### config.mk
export PLATFORM = sky130hd
export DESIGN_NAME = xxh_control
export DESIGN_NICKNAME = d
export VERILOG_FILES = /design/src/rtl/core/xxh_pkg.sv /design/src/rtl/core/xxh_control.sv
export VERILOG_INCLUDE_DIRS = /design/src /design/src/rtl/core
export SDC_FILE = /design/constraint.sdc
export NUM_CORES = 1
export LEC_CHECK = 0
export ABC_AREA = 1
export BUFFER_PORTS_ARGS = -buffer_cell sky130_fd_sc_hd__buf_2
export CAP_MARGIN = 0
export CORE_MARGIN = 5
export CORE_UTILIZATION = 45
export CTS_CLUSTER_SIZE = 16
export DETAILED_ROUTE_END_ITERATION = 12
export PLACE_DENSITY_LB_ADDON = 0.15
export SLEW_MARGIN = 20
export SYNTH_ARGS = -nofsm -noshare
export SYNTH_HDL_FRONTEND = slang
export SYNTH_SLANG_ARGS = --single-unit
### constraint.sdc
create_clock -name clock -period 2.4 [get_ports clock]
set_input_delay 0.24 -clock clock [delete_from_list [all_inputs] [get_ports clock]]
set_output_delay 0.24 -clock clock [all_outputs]
set_load 0.05 [all_outputs]
### src/rtl/core/xxhash64_stream_hasher_top_defines.svh
// assertion macros for the xxhash64 stream hasher
`ifndef XXHASH64_STREAM_HASHER_TOP_DEFINES_SVH
`define XXHASH64_STREAM_HASHER_TOP_DEFINES_SVH

// implication checked on every edge outside reset
`define XXH_ASSERT_IMP(label, clk, rst, ante, cons, msg) \
   label: assert property (@(posedge clk) disable iff (rst) (ante) |-> (cons)) \
      else $error(msg);

// next-cycle implication checked outside reset
`define XXH_ASSERT_NEXT(label, clk, rst, ante, cons, msg) \
   label: assert property (@(posedge clk) disable iff (rst) (ante) |=> (cons)) \
      else $error(msg);

`endif

### src/rtl/core/xxh_pkg.sv
// shared constants, types and helpers for the xxhash64 stream hasher
`timescale 1ns / 1ps
package xxh_pkg;

   localparam int unsigned LengthWidthDefault = 64;

   localparam logic [63:0] Prime1 = 64'd11400714785074694791;
   localparam logic [63:0] Prime2 = 64'd14029467366897019727;
   localparam logic [63:0] Prime3 = 64'd1609587929392839161;
   localparam logic [63:0] Prime4 = 64'd9650029242287828579;
   localparam logic [63:0] Prime5 = 64'd2870177450012600261;

   // datapath operations issued by the controller
   typedef enum logic [3:0] {
      OP_NONE,
      OP_START,      // load lanes from seed
      OP_WORD,       // accept word: length, tail or round setup
      OP_ROUND_MUL,  // acc + x*P2 step
      OP_ROUND_FIN,  // rotl 31 and *P1 into lane
      OP_INIT_H,     // merge start, or seed+P5 plus length
      OP_MERGE_A,    // round(0,lane) part 1
      OP_MERGE_B,    // rotl 31 and *P1 into r, then h ^= r; h*P1
      OP_MERGE_C,    // +P4, plus length after the last lane
      OP_TAIL8_A,
      OP_TAIL8_B,
      OP_TAIL4,
      OP_TAIL1,
      OP_AVAL_A,
      OP_AVAL_B,
      OP_AVAL_C
   } xxh_op_type;

   typedef struct packed {
      xxh_op_type  op;
      logic [1:0]  sel;     // lane or tail index
      logic        last_b;  // second sub-step
      logic        hold;    // first multiply cycle, operands only
   } xxh_cmd_type;

   typedef struct packed {
      logic       long_msg;    // length at least 32
      logic [1:0] tail_count;
      logic       round_due;   // a full stripe is ready
      logic [3:0] rem_bytes;   // bytes of the final partial word left
   } xxh_status_type;

   function automatic logic [63:0] rotl64(input logic [63:0] x, input int unsigned r);
      rotl64 = (x << r) | (x >> (64 - r));
   endfunction

endpackage

### src/rtl/core/xxh_control.sv
// sequencer for lane rounds, finalization and result handshake
`timescale 1ns / 1ps
`include "xxhash64_stream_hasher_top_defines.svh"
module xxh_control
   import xxh_pkg::*;
(
   input  logic           clock,
   input  logic           reset,
   input  logic           in_valid,
   output logic           in_ready,
   input  logic           start_flag,
   input  logic           end_flag,
   input  xxh_status_type status,
   output xxh_cmd_type    cmd,
   output logic           out_valid,
   input  logic           out_ready
);

   typedef enum logic [9:0] {
      ST_IDLE  = 10'b0000000001,
      ST_RMUL  = 10'b0000000010,
      ST_RFIN  = 10'b0000000100,
      ST_INIT  = 10'b0000001000,
      ST_MERGE = 10'b0000010000,
      ST_TAIL8 = 10'b0000100000,
      ST_TAIL4 = 10'b0001000000,
      ST_TAIL1 = 10'b0010000000,
      ST_AVAL  = 10'b0100000000,
      ST_OUT   = 10'b1000000000
   } state_type;

   state_type  state_ff, state_in;
   logic       open_ff, open_in;
   logic       fin_ff, fin_in;
   logic [1:0] idx_ff, idx_in;
   logic [1:0] sub_ff, sub_in;
   logic       ph_ff, ph_in;
   logic       mul_op;
   logic       take;

   assign in_ready  = (state_ff == ST_IDLE);
   assign take      = in_valid && in_ready;
   assign out_valid = (state_ff == ST_OUT);

   always_comb begin
      state_in = state_ff;
      open_in  = open_ff;
      fin_in   = fin_ff;
      idx_in   = idx_ff;
      sub_in   = sub_ff;
      cmd      = '{op: OP_NONE, sel: idx_ff, last_b: sub_ff[0], hold: 1'b0};
      unique case (state_ff)
         ST_IDLE: begin
            if (take && (start_flag || open_ff)) begin
               cmd.op   = start_flag ? OP_START : OP_WORD;
               open_in  = !end_flag;
               fin_in   = end_flag;
               idx_in   = '0;
               sub_in   = '0;
               state_in = ST_RMUL;
            end
         end
         ST_RMUL: begin
            if (!status.round_due) begin
               state_in = fin_ff ? ST_INIT : ST_IDLE;
            end else begin
               cmd.op   = OP_ROUND_MUL;
               state_in = ST_RFIN;
            end
         end
         ST_RFIN: begin
            cmd.op = OP_ROUND_FIN;
            idx_in = idx_ff + 2'd1;
            if (idx_ff == 2'd3) state_in = fin_ff ? ST_INIT : ST_IDLE;
            else state_in = ST_RMUL;
         end
         ST_INIT: begin
            cmd.op   = OP_INIT_H;
            idx_in   = '0;
            sub_in   = '0;
            state_in = status.long_msg ? ST_MERGE : ST_TAIL8;
         end
         ST_MERGE: begin
            cmd.op = (sub_ff == 2'd0) ? OP_MERGE_A
                   : (sub_ff == 2'd3) ? OP_MERGE_C : OP_MERGE_B;
            cmd.last_b = (sub_ff == 2'd2);
            sub_in = sub_ff + 2'd1;
            if (sub_ff == 2'd3) begin
               idx_in = idx_ff + 2'd1;
               if (idx_ff == 2'd3) begin
                  idx_in   = '0;
                  state_in = ST_TAIL8;
               end
            end
         end
         ST_TAIL8: begin
            if (idx_ff == status.tail_count) begin
               sub_in   = '0;
               state_in = ST_TAIL4;
            end else begin
               cmd.op     = (sub_ff == 2'd0) ? OP_TAIL8_A : OP_TAIL8_B;
               cmd.last_b = (sub_ff == 2'd2);
               sub_in     = sub_ff + 2'd1;
               if (sub_ff == 2'd2) begin
                  sub_in = '0;
                  idx_in = idx_ff + 2'd1;
               end
            end
         end
         ST_TAIL4: begin
            if (status.rem_bytes < 4'd4) begin
               sub_in   = '0;
               state_in = ST_TAIL1;
            end else begin
               cmd.op     = OP_TAIL4;
               cmd.last_b = sub_ff[0];
               sub_in     = {1'b0, ~sub_ff[0]};
            end
         end
         ST_TAIL1: begin
            if (status.rem_bytes == 4'd0) begin
               sub_in   = '0;
               state_in = ST_AVAL;
            end else begin
               cmd.op     = OP_TAIL1;
               cmd.last_b = sub_ff[0];
               sub_in     = {1'b0, ~sub_ff[0]};
            end
         end
         ST_AVAL: begin
            cmd.op = (sub_ff == 2'd0) ? OP_AVAL_A
                   : (sub_ff == 2'd1) ? OP_AVAL_B : OP_AVAL_C;
            sub_in = sub_ff + 2'd1;
            if (sub_ff == 2'd2) state_in = ST_OUT;
         end
         ST_OUT: begin
            if (out_ready) state_in = ST_IDLE;
         end
         default: state_in = ST_IDLE;
      endcase

      // a multiply first registers its partial products under hold, then writes
      mul_op = cmd.op inside {OP_ROUND_MUL, OP_ROUND_FIN, OP_MERGE_A, OP_MERGE_B,
                              OP_TAIL8_A, OP_TAIL8_B, OP_TAIL4, OP_TAIL1,
                              OP_AVAL_A, OP_AVAL_B};
      ph_in = 1'b0;
      if (mul_op && !ph_ff) begin
         cmd.hold = 1'b1;
         state_in = state_ff;
         open_in  = open_ff;
         fin_in   = fin_ff;
         idx_in   = idx_ff;
         sub_in   = sub_ff;
         ph_in    = 1'b1;
      end
   end

   always_ff @(posedge clock) begin
      if (reset) begin
         state_ff <= ST_IDLE;
         open_ff  <= 1'b0;
         fin_ff   <= 1'b0;
         idx_ff   <= '0;
         sub_ff   <= '0;
         ph_ff    <= 1'b0;
      end else begin
         state_ff <= state_in;
         open_ff  <= open_in;
         fin_ff   <= fin_in;
         idx_ff   <= idx_in;
         sub_ff   <= sub_in;
         ph_ff    <= ph_in;
      end
   end

   `XXH_ASSERT_IMP(a_out_only_done, clock, reset, out_valid, !in_ready, "result and input both open")
   `XXH_ASSERT_NEXT(a_out_holds, clock, reset, out_valid && !out_ready, out_valid, "result dropped")
   `XXH_ASSERT_IMP(a_round_in_msg, clock, reset, state_ff == ST_RFIN, status.round_due, "round without stripe")
   `XXH_ASSERT_NEXT(a_hold_once, clock, reset, cmd.hold, !cmd.hold, "multiply held twice")

endmodule

After elaboration in Yosys (flattened, before gate mapping)
Cells that the tools add are included.
{"block": "word_totals", "mem_count": 0, "reg_bits": 17, "input_bits": 14, "latch_bits": 0, "mem_bits_rw": 0, "elab_cells": 101, "output_inout_bits": 10, "mem_bits_ro": 0}
{"block": "op_classes", "magnitude_cmp": 1, "n_div": 0, "shifts": 0, "muxes": 39, "eq_ne": 35, "n_bitwise": 2, "add_sub_neg": 2, "n_reduce_logical": 16, "mul": 0}
{"cell": "$pmux W10 S10", "n": 1}
{"cell": "$mux W10", "n": 8}
{"cell": "$pmux W4 S9", "n": 1}
{"cell": "$mux W4", "n": 8}
{"cell": "$eq A4 B4 Y1 const B", "n": 6}
{"cell": "$mux W2", "n": 12}
{"cell": "$ne A2 B2 Y1 const B", "n": 8}
{"cell": "$eq A4 B3 Y1 const B", "n": 3}
{"cell": "$pmux W2 S6", "n": 1}
{"cell": "$eq A10 B1 Y1 const B", "n": 1}
{"cell": "$eq A10 B10 Y1 const B", "n": 1}
{"cell": "$eq A10 B2 Y1 const B", "n": 1}
{"cell": "$eq A10 B3 Y1 const B", "n": 1}
{"cell": "$eq A10 B4 Y1 const B", "n": 1}
{"cell": "$eq A10 B5 Y1 const B", "n": 1}
{"cell": "$eq A10 B6 Y1 const B", "n": 1}
{"cell": "$eq A10 B7 Y1 const B", "n": 1}
{"cell": "$eq A10 B8 Y1 const B", "n": 1}
{"cell": "$eq A10 B9 Y1 const B", "n": 1}
{"cell": "$pmux W2 S5", "n": 1}
{"cell": "$reduce_bool A10 Y1", "n": 1}
{"cell": "$reduce_and A9 Y1", "n": 1}
{"cell": "$eq A2 B2 Y1 const B", "n": 3}
{"cell": "$mux W6", "n": 1}
{"cell": "19 further kinds", "n": 30}

Logic depth before layout (Yosys ltp)
Gate-level depths: netlist of run 1.
{"block": "depth", "word_depth": 10, "mapped_depth": 16, "depth_no_buf": 16}

Worst setup path before layout of run 1
No wires, ideal clock.
{"block": "synth_timing", "path_type": "register to register", "start": "register state_ff[4]", "end": "register state_ff[3]", "setup_time_ns": 0.110, "path_stages_with_launch": 11, "arrival_ns": 2.848, "setup_slack_ns": -0.559, "synth_period_minus_slack_ns": 2.959, "t_required_ns": 2.290, "n_path_buf": 0, "cell_sequence": "dfxtp_1 nor2_2 nand2_2 nor4_1 nand2_1 nand2_1 nor4_4 nand2_4 inv_2 nand3b_1 inv_1"}
{"block": "synth_via", "word_cells_on_any_way": 37, "classes_between": "eq/ne: 28; mux: 3; bitwise: 1; reduce/logical: 5"}
{"item": "start, declared", "line_no": "xxh_control.sv:32", "rtl": "state_type state_ff, state_in;"}
{"item": "start signal, assigned", "line_no": "xxh_control.sv:167", "rtl": "state_ff <= state_in;"}
{"item": "$eq A10 B10 Y1 *"}
{"item": "net out_valid", "line_no": "xxh_control.sv:15", "rtl": "output logic out_valid,"}
{"item": "$ne A2 B1 Y1 (no source line)"}
{"item": "$reduce_and A9 Y1 (no source line)"}
Mark *: on every way through the listed nets, which the timed path passes. The rest lies on a longest branch.
A chain may end at the register's enable or synchronous reset.

==> run metrics, run 1 <==
CTS Root Cell clkbuf_4; Peak VDD IR 0.4095 mV; CP cell instances nor2_4 -> nand2_4 -> nor2_4 -> nand3_2 -> nand2_1 -> nor2_1 -> nand3_2 -> nand2_1 -> a21oi_2 -> nand2_2 -> inv_2 -> buf_6; Sink Count 17; drt total wl 4620 µm; post-synthesis cell count 272; core area approximately 3400 µm²; fin crit share 0.9545; Final Setup Violations 0; Sequential Power Share 0.206; via count around 1800; Gate power share 0.722; CTS HTree Levels 1; WL/cell about 13 µm; Synth Register Bits 17; Storage cell area roughly 350 µm²; total CTS buffers 3; P_leak 1.059 nW; Psw 1.322 mW; Die H 69.17 µm; reg2reg setup slack ~230 ps; Remaining DRCs 0; GPL Wtd Cong 0.9451; initial drt markers 118; Reg2Reg Launch Point state_ff[8]$_SDFFE_PP0P_; multi-input logic area 1160 µm²; Min-Delay Path Class input port to register; non-filler cells, final ~350; fill count between 300 and 400; CTS clk-pin slew, worst paths 110 ps; max_slew headroom 0.6388; Crit path largest cell delay 360 ps; status finished clean; HPWL Detailed between 3000 and 4000 µm; worst skew pair latency ~310 ps; DIE AREA 4784 µm²; sw frac 0.5830; Final Hold Vio Count 0; first-pass GRT wire length 7534 µm; All-Layer GR Usage 0.1918; critical path's top delay family simple AND/OR/NAND/NOR gates; Mapped Nets 293; Worst Tran Pin Value 537.7 ps; setup ws final between 100 and 150 ps; global route overflow 0; Crit. path cell count 12; internal power 945.4 µW; Detail Route Antenna Nets 0; Layout Utilization 0.5748; Netlist cell types 30; Arrival @ worst endpoint between 2000 and 2500 ps; warnings from Yosys 0; Clock Path Buffers 2; clock share of power 0.072; worst slack, placed roughly 210 ps; I/O Buffers 23; leading post-synthesis cells by cell area dfxtp_1 22%, nand2_1 16%, nor2_1 12%, inv_1 10%, nand3_1 8.3%; Slew Limit Fails 0; Worst R2R Path Depth 16; area delta synth->final 22.72%; share of cells above drive strength 1 0.2691; via density per instance 5.179; drt first pass iters 4; share of the synthesized area in the top cell type 0.2160; Syn Std Cell Area 1575 µm²; Seq/Total Area, Yosys 0.2160; worst r2r dst sub_ff[0]$_SDFFE_PP0P_; # diodes 0; final-stage net count 323; startpoint types register; maximum fanout along the worst path 5; CTS tree done; critical path class register to primary output; Placed Area 1755 µm²; Die X 69.17 µm; vias in the first global route about 1600; # hold bufs at CTS 0; largest net degree at the start of global routing 14; CP Capture Type primary output; most frequent cells in the layout 67 x nand2_1, 45 x nor2_1, 41 x inv_1; initial core utilization 0.4684; minimum clock period 2291 ps; Site Rows 21; CP startpoint state_ff[3]$_SDFFE_PP0P_; placed insts 341; Avg Inst Size Synth 5.791 µm²; design area 1933 µm²; commonest non-fill, non-tap cell in the layout nand2_1; required time worst endpoint around 2200 ps; fmax 436.5 MHz; largest area contributor in the netlist dfxtp_1; # IOs 24; critical path's slowest cell dfxtp_2; Buf/Inv on CP 2; pwr dens 1173 nW/µm²; Critical Path Sink cmd[0]; maxcap violations 0; clock skew after layout around 7 ps; initial antenna violation count 0
==> worst reg2reg max path: stages (launching register included) <==
cell and delay [ps]:
dfxtp_1 370, inv_1 110, nand2_1 130, nor2_1 210, nand3_1 190, nand2_1 110, nor2_1 40, nand2_1 110
nand3_1 90, nand2_1 60, nand2_1 60, nand2_2 80, buf_4 200, nand2_1 140, nand2_1 90, nand2_1 50
nor2_1 90
==> cell families (layout without fill, tap and decap cells) <==
kind of cell	count (synthesis)	count (layout)	synth area share
buf+inv	50	79	0.1271
simple gates	176	176	0.5203
fa+ha+maj	7	7	0.05560
flops	17	17	0.2160
compound gates	22	22	0.08102
==> power groups by stage <==
stage	clock network (mW)	registers [mW]	logic [mW]
2_1_floorplan	0	0.497	1.14
3_3_place_gp	0	0.449	1.47
3_5_place_dp	0	0.451	1.47
4_1_cts	0.173	0.450	1.49
5_1_grt	0.184	0.478	1.81
6_report	0.164	0.466	1.64
==> layer usage <==
metal	up-vias	routed length, µm	global-route usage
met1	798	2133	0.2529
met4	0	120	0.08243
li1	913	-	-
met5	-	0	0
met2	77	2055	0.3083
met3	9	311	0.02907
==> sequential cells by signal, summed over array words and instances (netlist names) <==
| register | count |
|---|---|
| sub_ff | 2 |
| ph_ff | 1 |
| state_ff | 10 |
| open_ff | 1 |
| fin_ff | 1 |
| idx_ff | 2 |
==> synth_stat cells <==
| master | n |
|---|---|
| dfxtp_1 | 17 |
| nor4_4 | 1 |
| nor3_1 | 3 |
| o21ai_0 | 8 |
| ha_1 | 7 |
| nand4_1 | 3 |
| nor3b_1 | 1 |
| a41oi_1 | 1 |
| nor2_1 | 49 |
| buf_6 | 1 |
| nand2_1 | 68 |
| a31oi_1 | 1 |
| nor2_2 | 8 |
| nand2_2 | 7 |
| nand3b_1 | 2 |
| o211a_1 | 1 |
| nor4_1 | 1 |
| a21oi_1 | 8 |
| inv_2 | 3 |
| buf_4 | 1 |
| nand3_1 | 26 |
| nand3_2 | 2 |
| nor2_4 | 2 |
| or2_2 | 1 |
| a32o_1 | 1 |
| nand4_2 | 1 |
| nand2_4 | 1 |
| o22ai_1 | 2 |
| buf_2 | 1 |
| inv_1 | 44 |
==> timing repair <==
action	4_1_cts	5_1_grt
endpoints found under the setup margin	1	7
hold endpoints to repair	0	0
resized for setup	5	33
setup buffers	0	2
pin swaps	0	6
==> cell type report <==
| type | count | area share |
|---|---|---|
| repair buffers | 28 | 0.08220 |
| well taps | 46 | 0.02977 |
| clock inverters | 1 | 0.002589 |
| clock buffers | 3 | 0.01165 |
| inverters | 47 | 0.09126 |
| flip-flops and latches | 17 | 0.1825 |
| multi-input cells | 205 | 0.6000 |
==> through the flow <==
step                total power, mW  setup TNS, ps  hold slack, ps
floorplan                     1.633              0           309.1
detailed placement            1.918              0           505.3
global placement              1.920              0           504.2
finish                        2.267              0           192.7
CTS                           2.115              0           180.6
global route                  2.472         -9.265           173.0
==> worst min-delay path by stage <==
stage,cells after the start,startpoint,to
floorplan,1,reset,fin_ff$_SDFFE_PP0P_
global placement,2,fin_ff$_SDFFE_PP0P_,fin_ff$_SDFFE_PP0P_
detailed placement,2,fin_ff$_SDFFE_PP0P_,fin_ff$_SDFFE_PP0P_
CTS,2,reset,state_ff[9]$_SDFFE_PP0P_
global route,2,reset,state_ff[9]$_SDFFE_PP0P_
finish,2,reset,state_ff[9]$_SDFFE_PP0P_
Note: power is estimated with default switching activity, not from simulation.
==> run 2, diff against run 1 <==
Settings changed: REMOVE_ABC_BUFFERS set to 1.
==> run 2 against run 1 <==
Against the previous run:
- clock skew fell by 4.3 ps
- critical path depth did not move
- first-iteration DRC count rose by 44%
==> run metrics, run 2 (synthesis results as in run 1) <==
DIE AREA roughly 4800 µm²; GPL Wtd Cong 0.9318; Hold Path End fin_ff$_SDFFE_PP0P_; status finished clean; Sink Count 17; Hold Startpoint reset; CP Capture Type primary output; via density per instance 5.180; Arrival @ worst endpoint 2060 ps; Final Setup Violations 0; Clock Path Buffers 2; Crit path largest cell delay around 380 ps; design area about 2100 µm²; Largest Register state_ff; Buf/Inv on CP 2; drt first pass iters 4; Reg2Reg Launch Point state_ff[8]$_SDFFE_PP0P_; CTS HTree Levels 1; share of cells above drive strength 1 0.3458; Remaining DRCs 0; CTS clk-pin slew, worst paths 120 ps; final-stage net count 343; worst skew pair latency around 310 ps; worst r2r dst state_ff[2]$_SDFFE_PP0P_; maxcap violations 0; largest net degree at the start of global routing 14; non-filler cells, final approximately 370; initial drt markers 170; CP cell instances nor2_4 -> nand2_4 -> nor2_4 -> nand3_4 -> nand2_2 -> nor2_1 -> nand3_2 -> nand2_1 -> a21oi_2 -> nand2_2 -> inv_2 -> buf_8; # diodes 0; most frequent cells in the layout 63 x nand2_1, 42 x nor2_1, 41 x inv_1; max reg flops 10; CP startpoint state_ff[3]$_SDFFE_PP0P_; required time worst endpoint 2160 ps; initial core utilization 0.4684; critical path's slowest cell dfxtp_4; Peak VDD IR 0.8385 mV; max_slew headroom 0.6493; fmax 434.3 MHz; area delta synth->final 34.87%; # hold bufs at CTS 0; I/O Buffers 23; post-route total power roughly 2.4 mW; maximum fanout along the worst path 5; drt total wl 4709 µm; Detail Route Antenna Nets 0; initial antenna violation count 0; final setup TNS 0 ps; CTS Root Cell clkbuf_4; core area around 3400 µm²; critical path's top delay family simple AND/OR/NAND/NOR gates; global route overflow 0; Worst Tran Pin Value 522.1 ps; WL/cell 12.83 µm; pwr dens 1126 nW/µm²; Placed Area about 1800 µm²; commonest non-fill, non-tap cell in the layout nand2_1; clock skew after layout 2.749 ps; Die X 69.17 µm; critical path class register to primary output; P_leak 1.157 nW; reg2reg setup slack about 240 ps; vias in the first global route 1597; placed insts 345; fin crit share 0.9595; # IOs 24; All-Layer GR Usage 0.1837; total CTS buffers 3; top flop regs state_ff x10, idx_ff x2, sub_ff x2; first-pass GRT wire length 7265 µm; Min-Delay Path Class input port to register; Site Rows 21; Worst R2R Path Depth 13; CTS tree done; hold slack 171.0 ps; startpoint types register; hold path depth 2; HPWL Detailed around 3400 µm; Die H ~69 µm; minimum clock period 2303 ps; Slew Limit Fails 0; via count 1901; Final Hold Vio Count 0; fill count 326
-- run 2: cell types whose count changed in the layout (fill, tap and decap cells not counted), sizes merged --
cell,before,now
buf,28,48
clkinv,1,0
clkinvlp,0,1
-- run 2: routing by layer --
| metal | vias to the layer above | global-route usage | wire length (µm) |
|---|---|---|---|
| li1 | 955 | - | - |
| met3 | 13 | 0.02035 | 294 |
| met1 | 863 | 0.2496 | 2104 |
| met4 | 0 | 0.05857 | 140 |
| met5 | - | 0 | 0 |
| met2 | 70 | 0.3019 | 2170 |
-- run 2: area by class of cell --
type | instances | area [µm²] | share of cell area
multi-input cells | 205 | 1191 | 0.5607
flip-flops and latches | 17 | 356.6 | 0.1678
repair buffers | 48 | 312.8 | 0.1472
inverters | 47 | 176.4 | 0.08304
well taps | 46 | 57.56 | 0.02709
clock buffers | 3 | 22.52 | 0.01060
clock inverters | 1 | 7.507 | 0.003534
-- run 2: worst max path at each step --
stage          slack [ps]                       end  depth (start not counted)
6_report              100                    cmd[0]                         12
3_5_place_dp          180                    cmd[0]                         12
2_1_floorplan        -560  state_ff[2]$_SDFFE_PP0P_                         10
5_1_grt               -10                    cmd[0]                         12
3_3_place_gp          160                    cmd[0]                         12
4_1_cts               0.6                    cmd[0]                         12
-- run 2: stage by stage --
stage | util | worst slack, ps
6_report | 0.6317 | 97.22
3_5_place_dp | 0.5283 | 176.1
5_1_grt | 0.6317 | -14.00
2_1_floorplan | - | -561.2
3_3_place_gp | 0.5283 | 158.9
4_1_cts | 0.5517 | 0.6235
-- run 2: report_power, final --
group	switching [mW]	internal [mW]
Clock	0.111	0.0637
Combinational	1.14	0.612
Sequential	0.0922	0.374
-- run 2: what timing repair did --
item                                   CTS  global route
setup endpoints to repair                1             2
buffers inserted                         0            18
pin swaps                                1            17
endpoints found under the hold margin    0             0
resized for setup                       12            42
